===== src/design/assert_macros.svh =====
// Assertion macros for the design files; the sequencer includes them.
`ifndef ASSERT_MACROS_SVH
`define ASSERT_MACROS_SVH

// Same-cycle implication, checked at every rising edge out of reset.
`define ASSERT_IMPLY(label, clk, rst_n, ante, cons) \
	label: assert property (@(posedge clk) disable iff (!rst_n) (ante) |-> (cons)) \
		else $error("same-cycle check failed");

// Next-cycle implication.
`define ASSERT_NEXT(label, clk, rst_n, ante, cons) \
	label: assert property (@(posedge clk) disable iff (!rst_n) (ante) |=> (cons)) \
		else $error("next-cycle check failed");

`endif


===== src/design/bdb_pkg.sv =====
// Shared constants, types and helpers for the digits-to-bytes converter.
package bdb_pkg;

	localparam int DIGIT_BITS = 30;
	localparam int MAX_BYTES  = 32;
	localparam int ACC_W      = 38;
	localparam int CNT_W      = 6;
	localparam int POS_W      = 5;
	localparam int ST_W       = 2;
	localparam int ADDR_W     = 4;
	localparam int DATA_W     = 32;

	// status codes
	localparam logic [ST_W-1:0] ST_OK           = 2'd0;
	localparam logic [ST_W-1:0] ST_NEG_UNSIGNED = 2'd1;
	localparam logic [ST_W-1:0] ST_TOO_BIG      = 2'd2;

	// register indexes
	localparam logic [1:0] REG_BYTE_COUNT  = 2'd0;
	localparam logic [1:0] REG_LSB_FIRST   = 2'd1;
	localparam logic [1:0] REG_SIGNED_MODE = 2'd2;

	// datapath operations
	localparam logic [2:0] OP_NONE  = 3'd0;
	localparam logic [2:0] OP_LOAD  = 3'd1;
	localparam logic [2:0] OP_COMP  = 3'd2;
	localparam logic [2:0] OP_MERGE = 3'd3;
	localparam logic [2:0] OP_BYTE  = 3'd4;
	localparam logic [2:0] OP_TAIL  = 3'd5;
	localparam logic [2:0] OP_FILL  = 3'd6;

	typedef struct packed {
		logic [CNT_W-1:0] byte_count;
		logic             lsb_first;
		logic             signed_mode;
	} cfg_t;

	typedef struct packed {
		logic [2:0]            op;
		logic                  start;
		logic [DIGIT_BITS-1:0] digit;
		logic                  neg;
		logic                  last;
	} dp_cmd_t;

	typedef struct packed {
		logic bits_ge8;
		logic bits_zero;
		logic room;
		logic full_exact;
		logic top_mismatch;
		logic last;
	} dp_stat_t;

	typedef struct packed {
		logic            load;
		logic            byte_valid;
		logic [ST_W-1:0] status;
		logic            done;
	} emit_t;

	// number of significant bits
	function automatic logic [CNT_W-1:0] bit_len(input logic [DIGIT_BITS-1:0] v);
		logic [CNT_W-1:0] len;
		len = '0;
		for (int i = 0; i < DIGIT_BITS; i++) begin
			if (v[i]) begin
				len = CNT_W'(i + 1);
			end
		end
		return len;
	endfunction

endpackage


===== src/design/bignum_digits_to_bytes_core.sv =====
// Converts sign-magnitude big-integer digits into two's complement or unsigned
// buffer bytes, one byte per cycle while the output is not stalled, through a
// single shared extraction unit. An accepted digit holds item_stall high while
// it is worked: a complement step and a merge step into the bit accumulator,
// one step per byte formed (up to four bytes for a 30-bit digit), then a step
// to leave the byte loop. The last digit adds a tail step for the leftover byte
// (taken even when there is none), one step per sign-fill byte up to the buffer
// length, a step to leave the fill loop and a closing status result. Byte and
// status transactions leave through one output register, and a stall there
// holds the byte loop. Digits of a number that has already failed are absorbed
// while the sequencer stays idle.
module bignum_digits_to_bytes_core (
	input  logic                           clk,
	input  logic                           arst_n,
	input  logic                           psel,
	input  logic                           penable,
	input  logic                           pwrite,
	input  logic [bdb_pkg::ADDR_W-1:0]     paddr,
	input  logic [bdb_pkg::DATA_W-1:0]     pwdata,
	output logic [bdb_pkg::DATA_W-1:0]     prdata,
	output logic                           pready,
	input  logic                           item_valid,
	output logic                           item_stall,
	input  logic [bdb_pkg::DIGIT_BITS-1:0] digit_value,
	input  logic                           is_negative,
	input  logic                           last_digit,
	output logic                           result_valid,
	input  logic                           result_stall,
	output logic [7:0]                     byte_value,
	output logic [bdb_pkg::POS_W-1:0]      byte_position,
	output logic                           byte_valid,
	output logic [bdb_pkg::ST_W-1:0]       status,
	output logic                           conversion_done
);

	bdb_pkg::cfg_t             cfg;
	bdb_pkg::dp_cmd_t          cmd;
	bdb_pkg::dp_stat_t         stat;
	bdb_pkg::emit_t            emit;
	logic [7:0]                byte_value_c;
	logic [bdb_pkg::POS_W-1:0] byte_pos_c;
	logic                      out_free;

	logic                      result_valid_q;
	logic [7:0]                byte_value_q;
	logic [bdb_pkg::POS_W-1:0] byte_position_q;
	logic                      byte_valid_q;
	logic [bdb_pkg::ST_W-1:0]  status_q;
	logic                      done_q;

	bdb_cfg u_cfg (
		.clk     (clk),
		.arst_n  (arst_n),
		.psel    (psel),
		.penable (penable),
		.pwrite  (pwrite),
		.paddr   (paddr),
		.pwdata  (pwdata),
		.prdata  (prdata),
		.pready  (pready),
		.cfg     (cfg)
	);

	bdb_seq u_seq (
		.clk         (clk),
		.arst_n      (arst_n),
		.cfg         (cfg),
		.item_valid  (item_valid),
		.item_stall  (item_stall),
		.digit_value (digit_value),
		.is_negative (is_negative),
		.last_digit  (last_digit),
		.out_free    (out_free),
		.stat        (stat),
		.cmd         (cmd),
		.emit        (emit)
	);

	bdb_dp u_dp (
		.clk          (clk),
		.arst_n       (arst_n),
		.cfg          (cfg),
		.cmd          (cmd),
		.stat         (stat),
		.byte_value_c (byte_value_c),
		.byte_pos_c   (byte_pos_c)
	);

	assign out_free = !result_valid_q || !result_stall;

	always_ff @(posedge clk or negedge arst_n) begin
		if (!arst_n) begin
			result_valid_q <= 1'b0;
		end else if (emit.load) begin
			result_valid_q <= 1'b1;
		end else if (!result_stall) begin
			result_valid_q <= 1'b0;
		end
	end

	always_ff @(posedge clk) begin
		if (emit.load) begin
			byte_value_q    <= emit.byte_valid ? byte_value_c : 8'h00;
			byte_position_q <= emit.byte_valid ? byte_pos_c : '0;
			byte_valid_q    <= emit.byte_valid;
			status_q        <= emit.status;
			done_q          <= emit.done;
		end
	end

	assign result_valid    = result_valid_q;
	assign byte_value      = byte_value_q;
	assign byte_position   = byte_position_q;
	assign byte_valid      = byte_valid_q;
	assign status          = status_q;
	assign conversion_done = done_q;

endmodule


===== src/design/bdb_cfg.sv =====
// APB register block: buffer length, byte order and signedness.
module bdb_cfg (
	input  logic                        clk,
	input  logic                        arst_n,
	input  logic                        psel,
	input  logic                        penable,
	input  logic                        pwrite,
	input  logic [bdb_pkg::ADDR_W-1:0]  paddr,
	input  logic [bdb_pkg::DATA_W-1:0]  pwdata,
	output logic [bdb_pkg::DATA_W-1:0]  prdata,
	output logic                        pready,
	output bdb_pkg::cfg_t               cfg
);

	logic [bdb_pkg::CNT_W-1:0] byte_count_q;
	logic                      lsb_first_q;
	logic                      signed_mode_q;
	logic                      wr_en;
	logic [1:0]                reg_idx;

	assign pready  = 1'b1;
	assign reg_idx = paddr[3:2];
	assign wr_en   = psel && penable && pwrite && pready;

	always_ff @(posedge clk or negedge arst_n) begin
		if (!arst_n) begin
			byte_count_q  <= bdb_pkg::CNT_W'(8);
			lsb_first_q   <= 1'b1;
			signed_mode_q <= 1'b1;
		end else if (wr_en) begin
			case (reg_idx)
				bdb_pkg::REG_BYTE_COUNT:  byte_count_q  <= pwdata[bdb_pkg::CNT_W-1:0];
				bdb_pkg::REG_LSB_FIRST:   lsb_first_q   <= pwdata[0];
				bdb_pkg::REG_SIGNED_MODE: signed_mode_q <= pwdata[0];
				default: ;
			endcase
		end
	end

	always_comb begin
		case (reg_idx)
			bdb_pkg::REG_BYTE_COUNT:  prdata = bdb_pkg::DATA_W'(byte_count_q);
			bdb_pkg::REG_LSB_FIRST:   prdata = bdb_pkg::DATA_W'(lsb_first_q);
			bdb_pkg::REG_SIGNED_MODE: prdata = bdb_pkg::DATA_W'(signed_mode_q);
			default:                  prdata = '0;
		endcase
	end

	assign cfg.byte_count  = byte_count_q;
	assign cfg.lsb_first   = lsb_first_q;
	assign cfg.signed_mode = signed_mode_q;

endmodule


===== src/design/bdb_dp.sv =====
// Datapath: complement adder, bit accumulator and byte extraction unit.
module bdb_dp (
	input  logic                        clk,
	input  logic                        arst_n,
	input  bdb_pkg::cfg_t               cfg,
	input  bdb_pkg::dp_cmd_t            cmd,
	output bdb_pkg::dp_stat_t           stat,
	output logic [7:0]                  byte_value_c,
	output logic [bdb_pkg::POS_W-1:0]   byte_pos_c
);

	logic [bdb_pkg::DIGIT_BITS-1:0] digit_q;
	logic                           neg_q;
	logic                           last_q;
	logic [bdb_pkg::DIGIT_BITS-1:0] t_q;
	logic                           neg_eff_q;
	logic [bdb_pkg::ACC_W-1:0]      acc_q;
	logic [bdb_pkg::CNT_W-1:0]      nbits_q;
	logic                           carry_q;
	logic [bdb_pkg::CNT_W-1:0]      written_q;
	logic                           top_q;

	logic [bdb_pkg::CNT_W-1:0]      n_eff;
	logic [bdb_pkg::DIGIT_BITS:0]   sum;
	logic [bdb_pkg::CNT_W-1:0]      add_bits;
	logic [bdb_pkg::CNT_W-1:0]      pos_be;

	assign n_eff = (cfg.byte_count > bdb_pkg::CNT_W'(bdb_pkg::MAX_BYTES)) ?
		bdb_pkg::CNT_W'(bdb_pkg::MAX_BYTES) : cfg.byte_count;

	// ones' complement plus running carry
	assign sum = {1'b0, ~digit_q} + {{bdb_pkg::DIGIT_BITS{1'b0}}, carry_q};

	// top digit only counts its significant bits (sign-aware)
	assign add_bits = last_q ? bdb_pkg::bit_len(neg_eff_q ? ~t_q : t_q) :
		bdb_pkg::CNT_W'(bdb_pkg::DIGIT_BITS);

	assign pos_be = n_eff - bdb_pkg::CNT_W'(1) - written_q;

	always_comb begin
		case (cmd.op)
			bdb_pkg::OP_BYTE: byte_value_c = acc_q[7:0];
			bdb_pkg::OP_TAIL: byte_value_c = acc_q[7:0] |
				(neg_eff_q ? (8'hff << nbits_q[2:0]) : 8'h00);
			bdb_pkg::OP_FILL: byte_value_c = neg_eff_q ? 8'hff : 8'h00;
			default:          byte_value_c = 8'h00;
		endcase
	end

	assign byte_pos_c = cfg.lsb_first ? written_q[bdb_pkg::POS_W-1:0] :
		pos_be[bdb_pkg::POS_W-1:0];

	// item fields and shift data
	always_ff @(posedge clk) begin
		case (cmd.op)
			bdb_pkg::OP_LOAD: begin
				digit_q <= cmd.digit;
				if (cmd.start) begin
					acc_q <= '0;
				end
			end
			bdb_pkg::OP_COMP: begin
				t_q <= neg_q ? sum[bdb_pkg::DIGIT_BITS-1:0] : digit_q;
			end
			bdb_pkg::OP_MERGE: begin
				acc_q <= acc_q | (bdb_pkg::ACC_W'(t_q) << nbits_q[2:0]);
			end
			bdb_pkg::OP_BYTE: begin
				acc_q <= acc_q >> 8;
			end
			default: ;
		endcase
	end

	always_ff @(posedge clk or negedge arst_n) begin
		if (!arst_n) begin
			neg_q     <= 1'b0;
			last_q    <= 1'b0;
			neg_eff_q <= 1'b0;
			nbits_q   <= '0;
			carry_q   <= 1'b0;
			written_q <= '0;
			top_q     <= 1'b0;
		end else begin
			case (cmd.op)
				bdb_pkg::OP_LOAD: begin
					neg_q  <= cmd.neg;
					last_q <= cmd.last;
					if (cmd.start) begin
						nbits_q   <= '0;
						carry_q   <= cmd.neg;
						written_q <= '0;
						top_q     <= 1'b0;
					end
				end
				bdb_pkg::OP_COMP: begin
					if (neg_q) begin
						carry_q   <= sum[bdb_pkg::DIGIT_BITS];
						neg_eff_q <= !(last_q && sum[bdb_pkg::DIGIT_BITS]);
					end else begin
						neg_eff_q <= 1'b0;
					end
				end
				bdb_pkg::OP_MERGE: begin
					nbits_q <= nbits_q + add_bits;
				end
				bdb_pkg::OP_BYTE: begin
					nbits_q   <= nbits_q - bdb_pkg::CNT_W'(8);
					written_q <= written_q + bdb_pkg::CNT_W'(1);
					top_q     <= byte_value_c[7];
				end
				bdb_pkg::OP_TAIL, bdb_pkg::OP_FILL: begin
					written_q <= written_q + bdb_pkg::CNT_W'(1);
					top_q     <= byte_value_c[7];
				end
				default: ;
			endcase
		end
	end

	assign stat.bits_ge8     = nbits_q >= bdb_pkg::CNT_W'(8);
	assign stat.bits_zero    = nbits_q == '0;
	assign stat.room         = written_q < n_eff;
	assign stat.full_exact   = (written_q == n_eff) && (n_eff != '0);
	assign stat.top_mismatch = top_q != neg_eff_q;
	assign stat.last         = last_q;

endmodule


===== src/design/bdb_seq.sv =====
// Sequencer: steps the datapath through one digit and raises results.
`include "assert_macros.svh"

module bdb_seq (
	input  logic                           clk,
	input  logic                           arst_n,
	input  bdb_pkg::cfg_t                  cfg,
	input  logic                           item_valid,
	output logic                           item_stall,
	input  logic [bdb_pkg::DIGIT_BITS-1:0] digit_value,
	input  logic                           is_negative,
	input  logic                           last_digit,
	input  logic                           out_free,
	input  bdb_pkg::dp_stat_t              stat,
	output bdb_pkg::dp_cmd_t               cmd,
	output bdb_pkg::emit_t                 emit
);

	localparam logic [2:0] S_IDLE  = 3'd0;
	localparam logic [2:0] S_COMP  = 3'd1;
	localparam logic [2:0] S_MERGE = 3'd2;
	localparam logic [2:0] S_EMIT  = 3'd3;
	localparam logic [2:0] S_TAIL  = 3'd4;
	localparam logic [2:0] S_FILL  = 3'd5;
	localparam logic [2:0] S_FIN   = 3'd6;

	logic [2:0]                  state_q, state_n;
	logic                        inside_q, inside_n;
	logic                        discard_q, discard_n;
	logic [bdb_pkg::ST_W-1:0]    st_q, st_n;
	logic                        accept;

	assign item_stall = state_q != S_IDLE;
	assign accept     = item_valid && !item_stall;

	always_comb begin
		state_n    = state_q;
		inside_n   = inside_q;
		discard_n  = discard_q;
		st_n       = st_q;
		cmd.op     = bdb_pkg::OP_NONE;
		cmd.start  = !inside_q;
		cmd.digit  = digit_value;
		cmd.neg    = is_negative;
		cmd.last   = last_digit;
		emit       = '0;
		case (state_q)
			S_IDLE: begin
				if (accept) begin
					if (discard_q) begin
						// rest of a failed number is dropped
						if (last_digit) begin
							discard_n = 1'b0;
							inside_n  = 1'b0;
						end
					end else begin
						cmd.op   = bdb_pkg::OP_LOAD;
						inside_n = 1'b1;
						if (is_negative && !cfg.signed_mode) begin
							st_n    = bdb_pkg::ST_NEG_UNSIGNED;
							state_n = S_FIN;
						end else begin
							state_n = S_COMP;
						end
					end
				end
			end
			S_COMP: begin
				cmd.op  = bdb_pkg::OP_COMP;
				state_n = S_MERGE;
			end
			S_MERGE: begin
				cmd.op  = bdb_pkg::OP_MERGE;
				state_n = S_EMIT;
			end
			S_EMIT: begin
				if (stat.bits_ge8) begin
					if (!stat.room) begin
						st_n    = bdb_pkg::ST_TOO_BIG;
						state_n = S_FIN;
					end else if (out_free) begin
						cmd.op          = bdb_pkg::OP_BYTE;
						emit.load       = 1'b1;
						emit.byte_valid = 1'b1;
					end
				end else begin
					state_n = stat.last ? S_TAIL : S_IDLE;
				end
			end
			S_TAIL: begin
				if (!stat.bits_zero) begin
					if (!stat.room) begin
						st_n    = bdb_pkg::ST_TOO_BIG;
						state_n = S_FIN;
					end else if (out_free) begin
						cmd.op          = bdb_pkg::OP_TAIL;
						emit.load       = 1'b1;
						emit.byte_valid = 1'b1;
						state_n         = S_FILL;
					end
				end else if (stat.full_exact && cfg.signed_mode) begin
					// buffer filled exactly: top bit must agree with the sign
					st_n    = stat.top_mismatch ? bdb_pkg::ST_TOO_BIG : bdb_pkg::ST_OK;
					state_n = S_FIN;
				end else begin
					state_n = S_FILL;
				end
			end
			S_FILL: begin
				if (stat.room) begin
					if (out_free) begin
						cmd.op          = bdb_pkg::OP_FILL;
						emit.load       = 1'b1;
						emit.byte_valid = 1'b1;
					end
				end else begin
					st_n    = bdb_pkg::ST_OK;
					state_n = S_FIN;
				end
			end
			S_FIN: begin
				if (out_free) begin
					emit.load   = 1'b1;
					emit.status = st_q;
					emit.done   = 1'b1;
					inside_n    = 1'b0;
					discard_n   = !stat.last;
					state_n     = S_IDLE;
				end
			end
			default: begin
				state_n = S_IDLE;
			end
		endcase
	end

	always_ff @(posedge clk or negedge arst_n) begin
		if (!arst_n) begin
			state_q   <= S_IDLE;
			inside_q  <= 1'b0;
			discard_q <= 1'b0;
			st_q      <= bdb_pkg::ST_OK;
		end else begin
			state_q   <= state_n;
			inside_q  <= inside_n;
			discard_q <= discard_n;
			st_q      <= st_n;
		end
	end

	`ASSERT_IMPLY(a_no_overwrite, clk, arst_n, emit.load, out_free)
	`ASSERT_IMPLY(a_byte_in_buffer, clk, arst_n, emit.load && emit.byte_valid, stat.room)
	`ASSERT_NEXT(a_fin_to_idle, clk, arst_n, state_q == S_FIN && out_free, state_q == S_IDLE)
	`ASSERT_NEXT(a_discard_ends, clk, arst_n, accept && discard_q && last_digit,
		!discard_q && !inside_q)

endmodule


===== config.mk =====
export PLATFORM = sky130hd
export DESIGN_NAME = bignum_digits_to_bytes_core
export DESIGN_NICKNAME = d
export VERILOG_FILES = /design/src/design/bdb_pkg.sv /design/src/design/bignum_digits_to_bytes_core.sv /design/src/design/bdb_cfg.sv /design/src/design/bdb_dp.sv /design/src/design/bdb_seq.sv
export VERILOG_INCLUDE_DIRS = /design/src /design/src/design
export SDC_FILE = /design/constraint.sdc
export NUM_CORES = 1
export LEC_CHECK = 0
export CAP_MARGIN = 10
export CORE_AREA = 2 2 123 149
export DETAILED_ROUTE_END_ITERATION = 10
export DIE_AREA = 0 0 125 151
export DONT_BUFFER_PORTS = 1
export PLACE_DENSITY = 0.7
export SLEW_MARGIN = 20
export SYNTH_ARGS = -nofsm -noshare
export SYNTH_HDL_FRONTEND = slang
export SYNTH_HIERARCHICAL = 1
export SYNTH_SLANG_ARGS = --single-unit

===== constraint.sdc =====
create_clock -name clk -period 8.2 [get_ports clk]
set_input_delay 1.23 -clock clk [delete_from_list [all_inputs] [get_ports clk]]
set_output_delay 1.23 -clock clk [all_outputs]
set_load 0.05 [all_outputs]

* Yosys cells after proc, flatten, opt, wreduce, memory -nomap -nowiden
Index checks and enable logic that the tools add are counted.
** Cells by class
- Muxes and demuxes :: 103
- Add/subtract/negate cells :: 6
- Eq/ne operators :: 28
- Reduce and logical (&&, ||, !) cells :: 36
- Shifts and indexed selects :: 2
- Magnitude comparators :: 3
- Bitwise logic cells :: 4
** Operators with widths (number)
- two-way mux 6 bit :: 32
- case mux 38 bit (3 select lines) :: 1
- two-way mux 30 bit :: 2
- NOT 30 bit :: 2
- two-way mux 3 bit :: 19
- two-way mux 38 bit :: 1
- bitwise OR 38 bit :: 1
- << shifter 30 x 3 -> 38 bit :: 1
- case mux 6 bit (3 select lines) :: 2
- adder 30 x 1 -> 31 bit :: 1
- two-way mux 2 bit :: 14
- case mux 8 bit (3 select lines) :: 1
- case mux 3 bit (7 select lines) :: 1
- == test 3 bit (second input constant) :: 6
- two-way mux 1 bit :: 18
- case mux 3 bit (6 select lines) :: 1
- two-way mux 8 bit :: 2
- == test 3 x 2 -> 1 bit (second input constant) :: 4
- case mux 6 bit (2 select lines) :: 1
- AND reduction 2 bit :: 6
- != test 2 bit (second input constant) :: 5
- != test 2 x 1 -> 1 bit (second input constant) :: 4
- bitwise OR 8 bit :: 1
- case mux 1 bit (2 select lines) :: 4
- 34 further kinds :: 52
** Storage, ports and cells
- Input port bits :: 75
- Output and inout bits :: 52
- Word-level logic and storage cells :: 205
- Register bits after elaboration :: 148

* Longest topological paths before layout
- Depth in word-level cells :: 35
- Mapped depth :: 21
- Gate-level depth less buffers :: 20

* Modules after synthesis
The synthesis kept the hierarchy.
** By module, submodules not included
- bdb_dp :: cells an instance 772, seq. area each 3368.2 sq um, area an instance 7234.4 sq um, times used 1
- bdb_seq :: cells an instance 124, seq. area each 175.2 sq um, area an instance 949.7 sq um, times used 1
- bignum_digits_to_bytes_core :: cells an instance 34, seq. area each 535.5 sq um, area an instance 650.6 sq um, times used 1
- bdb_cfg :: cells an instance 60, seq. area each 203.9 sq um, area an instance 618.1 sq um, times used 1

* Worst setup path after synthesis
Ideal clock, no wire load.
- Kind :: register to register
- Start :: register u_dp/nbits_q[2] in the netlist's numbering
- End :: register u_dp/acc_q[0] in the netlist's numbering (enable)
- Cell stages (with the launch flop) :: 13
- Path buffers :: 4
- Clock period less this slack :: 6.375 ns
- Path slack :: 1.825 ns
- Arrival :: 5.982 ns
- Required time :: 7.808 ns
- Setup time :: 0.392 ns
- Cell sequence :: dfrtp_1 > clkbuf_1 > clkbuf_1 > clkbuf_1 > nor4_1 > nor2_1 > a21oi_2 > nor2_1 > clkbuf_1 > nor3b_1 > and2_1 > nor3_1 > inv_1
** RTL lines
- from (decl) :: line bdb_dp.sv:18 : logic [bdb_pkg::CNT_W-1:0] nbits_q;
- from (signal assigned) :: line bdb_dp.sv:105 : nbits_q <= nbits_q + add_bits;
- from (signal assigned) :: line bdb_dp.sv:108 : nbits_q <= nbits_q - bdb_pkg::CNT_W'(8);
- to (signal assigned) :: line bdb_dp.sv:66 : acc_q <= acc_q | (bdb_pkg::ACC_W'(t_q) << nbits_q[2:0]);
- to (signal assigned) :: line bdb_dp.sv:69 : acc_q <= acc_q >> 8;
- to (decl) :: line bdb_dp.sv:17 : logic [bdb_pkg::ACC_W-1:0] acc_q;

==> metrics.yaml <==
drtIter0Drc: 645
vias_per_cell: 5.85
clockPowerShare_pct: 17.8
required_ns: 8.27
slew_viol_final: 0
row_count: 53
antenna_found_initial: 0
gr-total-overflow: 0
placed_area_um2: 9190
top_usage_layer: "met2"
max_slew_margin_pct: 32.3
netlist_instances: 990
ctsResizeCount: 0
async_flop_share_pct: 22.3
cp_data_arrival_time_ns: 5.08
hold_class: "in2async"
finalHoldViolations: 0
yosys_warnings: 6
routabilityCongestion: 0.908
cts_tree: "done"
clk_path_buf_depth: 2
wl_um: 18800
comb_power_share_pct: 40.1
rsz0062_at_grt: "no"
max_freq_mhz: 199
finalSetupTns_ns: 0
fin_nets: 1021
finClkSkew_ns: 0.00819
die_h_um: 151
final_cell_area_um2: 9810
finalCoreUtilization_pct: 56.5
power_w: 0.00455
vdd_drop_max_mv: 0.253
io_pins: 127
grt_use_met3_pct: 3.32
drc: 0
layout-drive-gt1-share_pct: 11.2
avgSynthCellArea_um2: 9.55
first_global_vias: 6250
cts_hold_buf: 0
globalRouteMet1Util_pct: 26.4
crit_fanout: 38
synth_seq_cells: 148
maxCapViolations: 0
clock_sinks: 148
io_buffer_count: 0
wire_per_inst_um: 16.2
start_kind: "register"
sequentialPowerShare_pct: 42.1
grt_use_met2_pct: 34.2
layout_common_cells: "130 x nand2_1, 115 x edfxtp_1, 83 x o21ai_0"
htreeDepth: 4
post-cts-setup-buffer-count: 0
hold_slack_ns: 0.497
synth.distinct_cells: 81
synth_edf_count: 115
track_usage_pct: 20.2
finalCriticalPeriod_ns: 5.02
grt_pass1_wl_um: 30700
end_kind: "register"
p_leak_nw: 3.68
tightest_slew_ns: 1.01
grt_max_degree: 61
cts_made_buffers: 17
drt_first_pass_iters: 5
dr_total_vias: 6787
intPower_w: 0.00255
period_share_pct: 61.2
syn_area_um2: 9450
hpwl_um: 13400
status: "finished, final reports clean"
seq_area_frac_synth_pct: 45.3
start_util_pct: 54.4
area_growth_pct: 3.79
n_antenna_cell: 0
clk_latency_ns: 0.43
fp.coreArea_um2: 17400
fillCellCount: 1494
ant_nets: 0
cts.clk_slew.worst_paths_ns: 0.06
synthFlopType: "edfxtp_1"
swShare_pct: 44.1
layout_commonest_cell: "nand2_1"
setup_violations: 0
fp.dieW_um: 125
cts_root_buf: "clkbuf_16"
dieArea_um2: 18900
p_switching_w: 0.00200
power.density_nw_per_um2: 464
critical_path_class: "reg2reg"
==> kinds of logic after synthesis <==
kind of cell | Yosys count | synth area share [%]
buffers and inverters | 153 | 8.95
and+or+nand+nor | 338 | 17.4
muxes | 51 | 5.90
DFF | 148 | 45.3
other | 2 | 0.0794
AOI/OAI and AO/OA | 243 | 16.4
xor gates and xnor gates | 36 | 3.34
adders and majority gates | 19 | 2.67
==> Yosys cell counts (all sizes together) (3+ instances only) <==
| library cell | n | area share (%) |
|---|---|---|
| nand2 | 130 | 5.2 |
| edfxtp | 115 | 37 |
| o21ai | 88 | 4.8 |
| buf | 76 | 5.9 |
| nor2 | 73 | 3.1 |
| a21oi | 57 | 3.1 |
| clkbuf | 39 | 1.5 |
| inv | 37 | 1.5 |
| nand3 | 32 | 1.8 |
| and2 | 31 | 2.2 |
| mux2i | 31 | 3.3 |
| dfrtp | 30 | 7.9 |
| xnor2 | 29 | 2.7 |
| a211oi | 18 | 1.4 |
| mux2 | 18 | 2.1 |
| ha | 17 | 2.3 |
| nor3 | 17 | 1.0 |
| nand2b | 14 | 0.95 |
| a31oi | 13 | 0.93 |
| nor2b | 10 | 0.66 |
| a21o | 9 | 0.73 |
| o22ai | 9 | 0.66 |
| o31ai | 9 | 0.77 |
| nand4 | 7 | 0.53 |
| o41ai | 7 | 0.89 |
| xor2 | 7 | 0.65 |
| nor4 | 5 | 0.49 |
| o221ai | 5 | 0.46 |
| and3 | 4 | 0.26 |
| o211ai | 4 | 0.37 |
| or2 | 4 | 0.29 |
| a221o | 3 | 0.32 |
| dfstp | 3 | 0.83 |
| nor3b | 3 | 0.24 |
| o2111ai | 3 | 0.28 |
| o21bai | 3 | 0.24 |
| or3 | 3 | 0.21 |
| or4 | 3 | 0.32 |
==> critical path, stage by stage (launching register included) <==
cell	delay [ns]
dfrtp_1	0.41
nor2b_1	0.17
ha_1	0.20
inv_1	0.06
fa_1	0.41
a21oi_1	0.14
nor2b_1	0.05
o21ai_0	0.14
nand2b_1	0.07
a21oi_1	0.64
nand2_1	0.18
a21oi_1	0.19
nand2_1	0.06
o21ai_0	0.33
nand2_1	0.23
nor2_2	0.61
nor3_1	0.24
clkinv_1	0.08
buf_4	0.42
==> final timing paths <==
| path | from | to | slack (ns) | cells past startpoint |
|---|---|---|---|---|
| max reg2reg | u_cfg/byte_count_q[5] | u_dp/acc_q[34] | 3.18 | 18 |
| min in group clk | u_dp/top_q | u_dp/top_q | 0.51 | 1 |
| max | u_cfg/byte_count_q[5] | u_dp/acc_q[34] | 3.18 | 18 |
| min reg2reg | u_dp/top_q | u_dp/top_q | 0.51 | 1 |
| min | arst_n | u_seq/state_q[1] | 0.50 | 0 |
| max in group asynchronous | arst_n | u_cfg/byte_count_q[3] | 7.52 | 0 |
==> through the flow <==
stage	setup slack, ns	std cells
3_5_place_dp	2.94	1128
2_1_floorplan	1.83	1015
5_1_grt	2.73	1160
4_1_cts	2.92	1160
6_report	3.18	1160
3_3_place_gp	2.94	1128
==> metal layers <==
layer	up-vias	part of all wire, %
li1	3339	-
met4	0	1.5
met3	19	4.8
met2	202	50
met5	-	0
met1	3227	44
==> registers in the layout (all words and copies together) (netlist names), 2 cells and up <==
name / flops
byte_position: 5
byte_value: 8
status: 2
u_cfg/byte_count_q: 6
u_dp/acc_q: 38
u_dp/digit_q: 30
u_dp/nbits_q: 6
u_dp/t_q: 30
u_dp/written_q: 6
u_seq/st_q: 2
u_seq/state_q: 3
==> power by group through the flow <==
stage               registers (W)  logic, W  clock network [W]
floorplan                 0.00171   0.00161                  0
global placement          0.00191   0.00177                  0
detailed placement        0.00192   0.00181                  0
CTS                       0.00191   0.00182           0.000825
global route              0.00198   0.00205           0.000853
finish                    0.00192   0.00182           0.000810
==> layout make-up <==
type | instances | area (um2) | area share, %
Multi-Input combinational cell | 714 | 4430 | 45.1
Sequential cell | 148 | 4280 | 43.7
Clock buffer | 17 | 425 | 4.34
Tap cell | 220 | 275 | 2.81
Clock inverter | 15 | 195 | 1.99
Inverter | 38 | 143 | 1.45
Timing Repair Buffer | 8 | 60.1 | 0.612
Power figures use the tool's default switching activity.
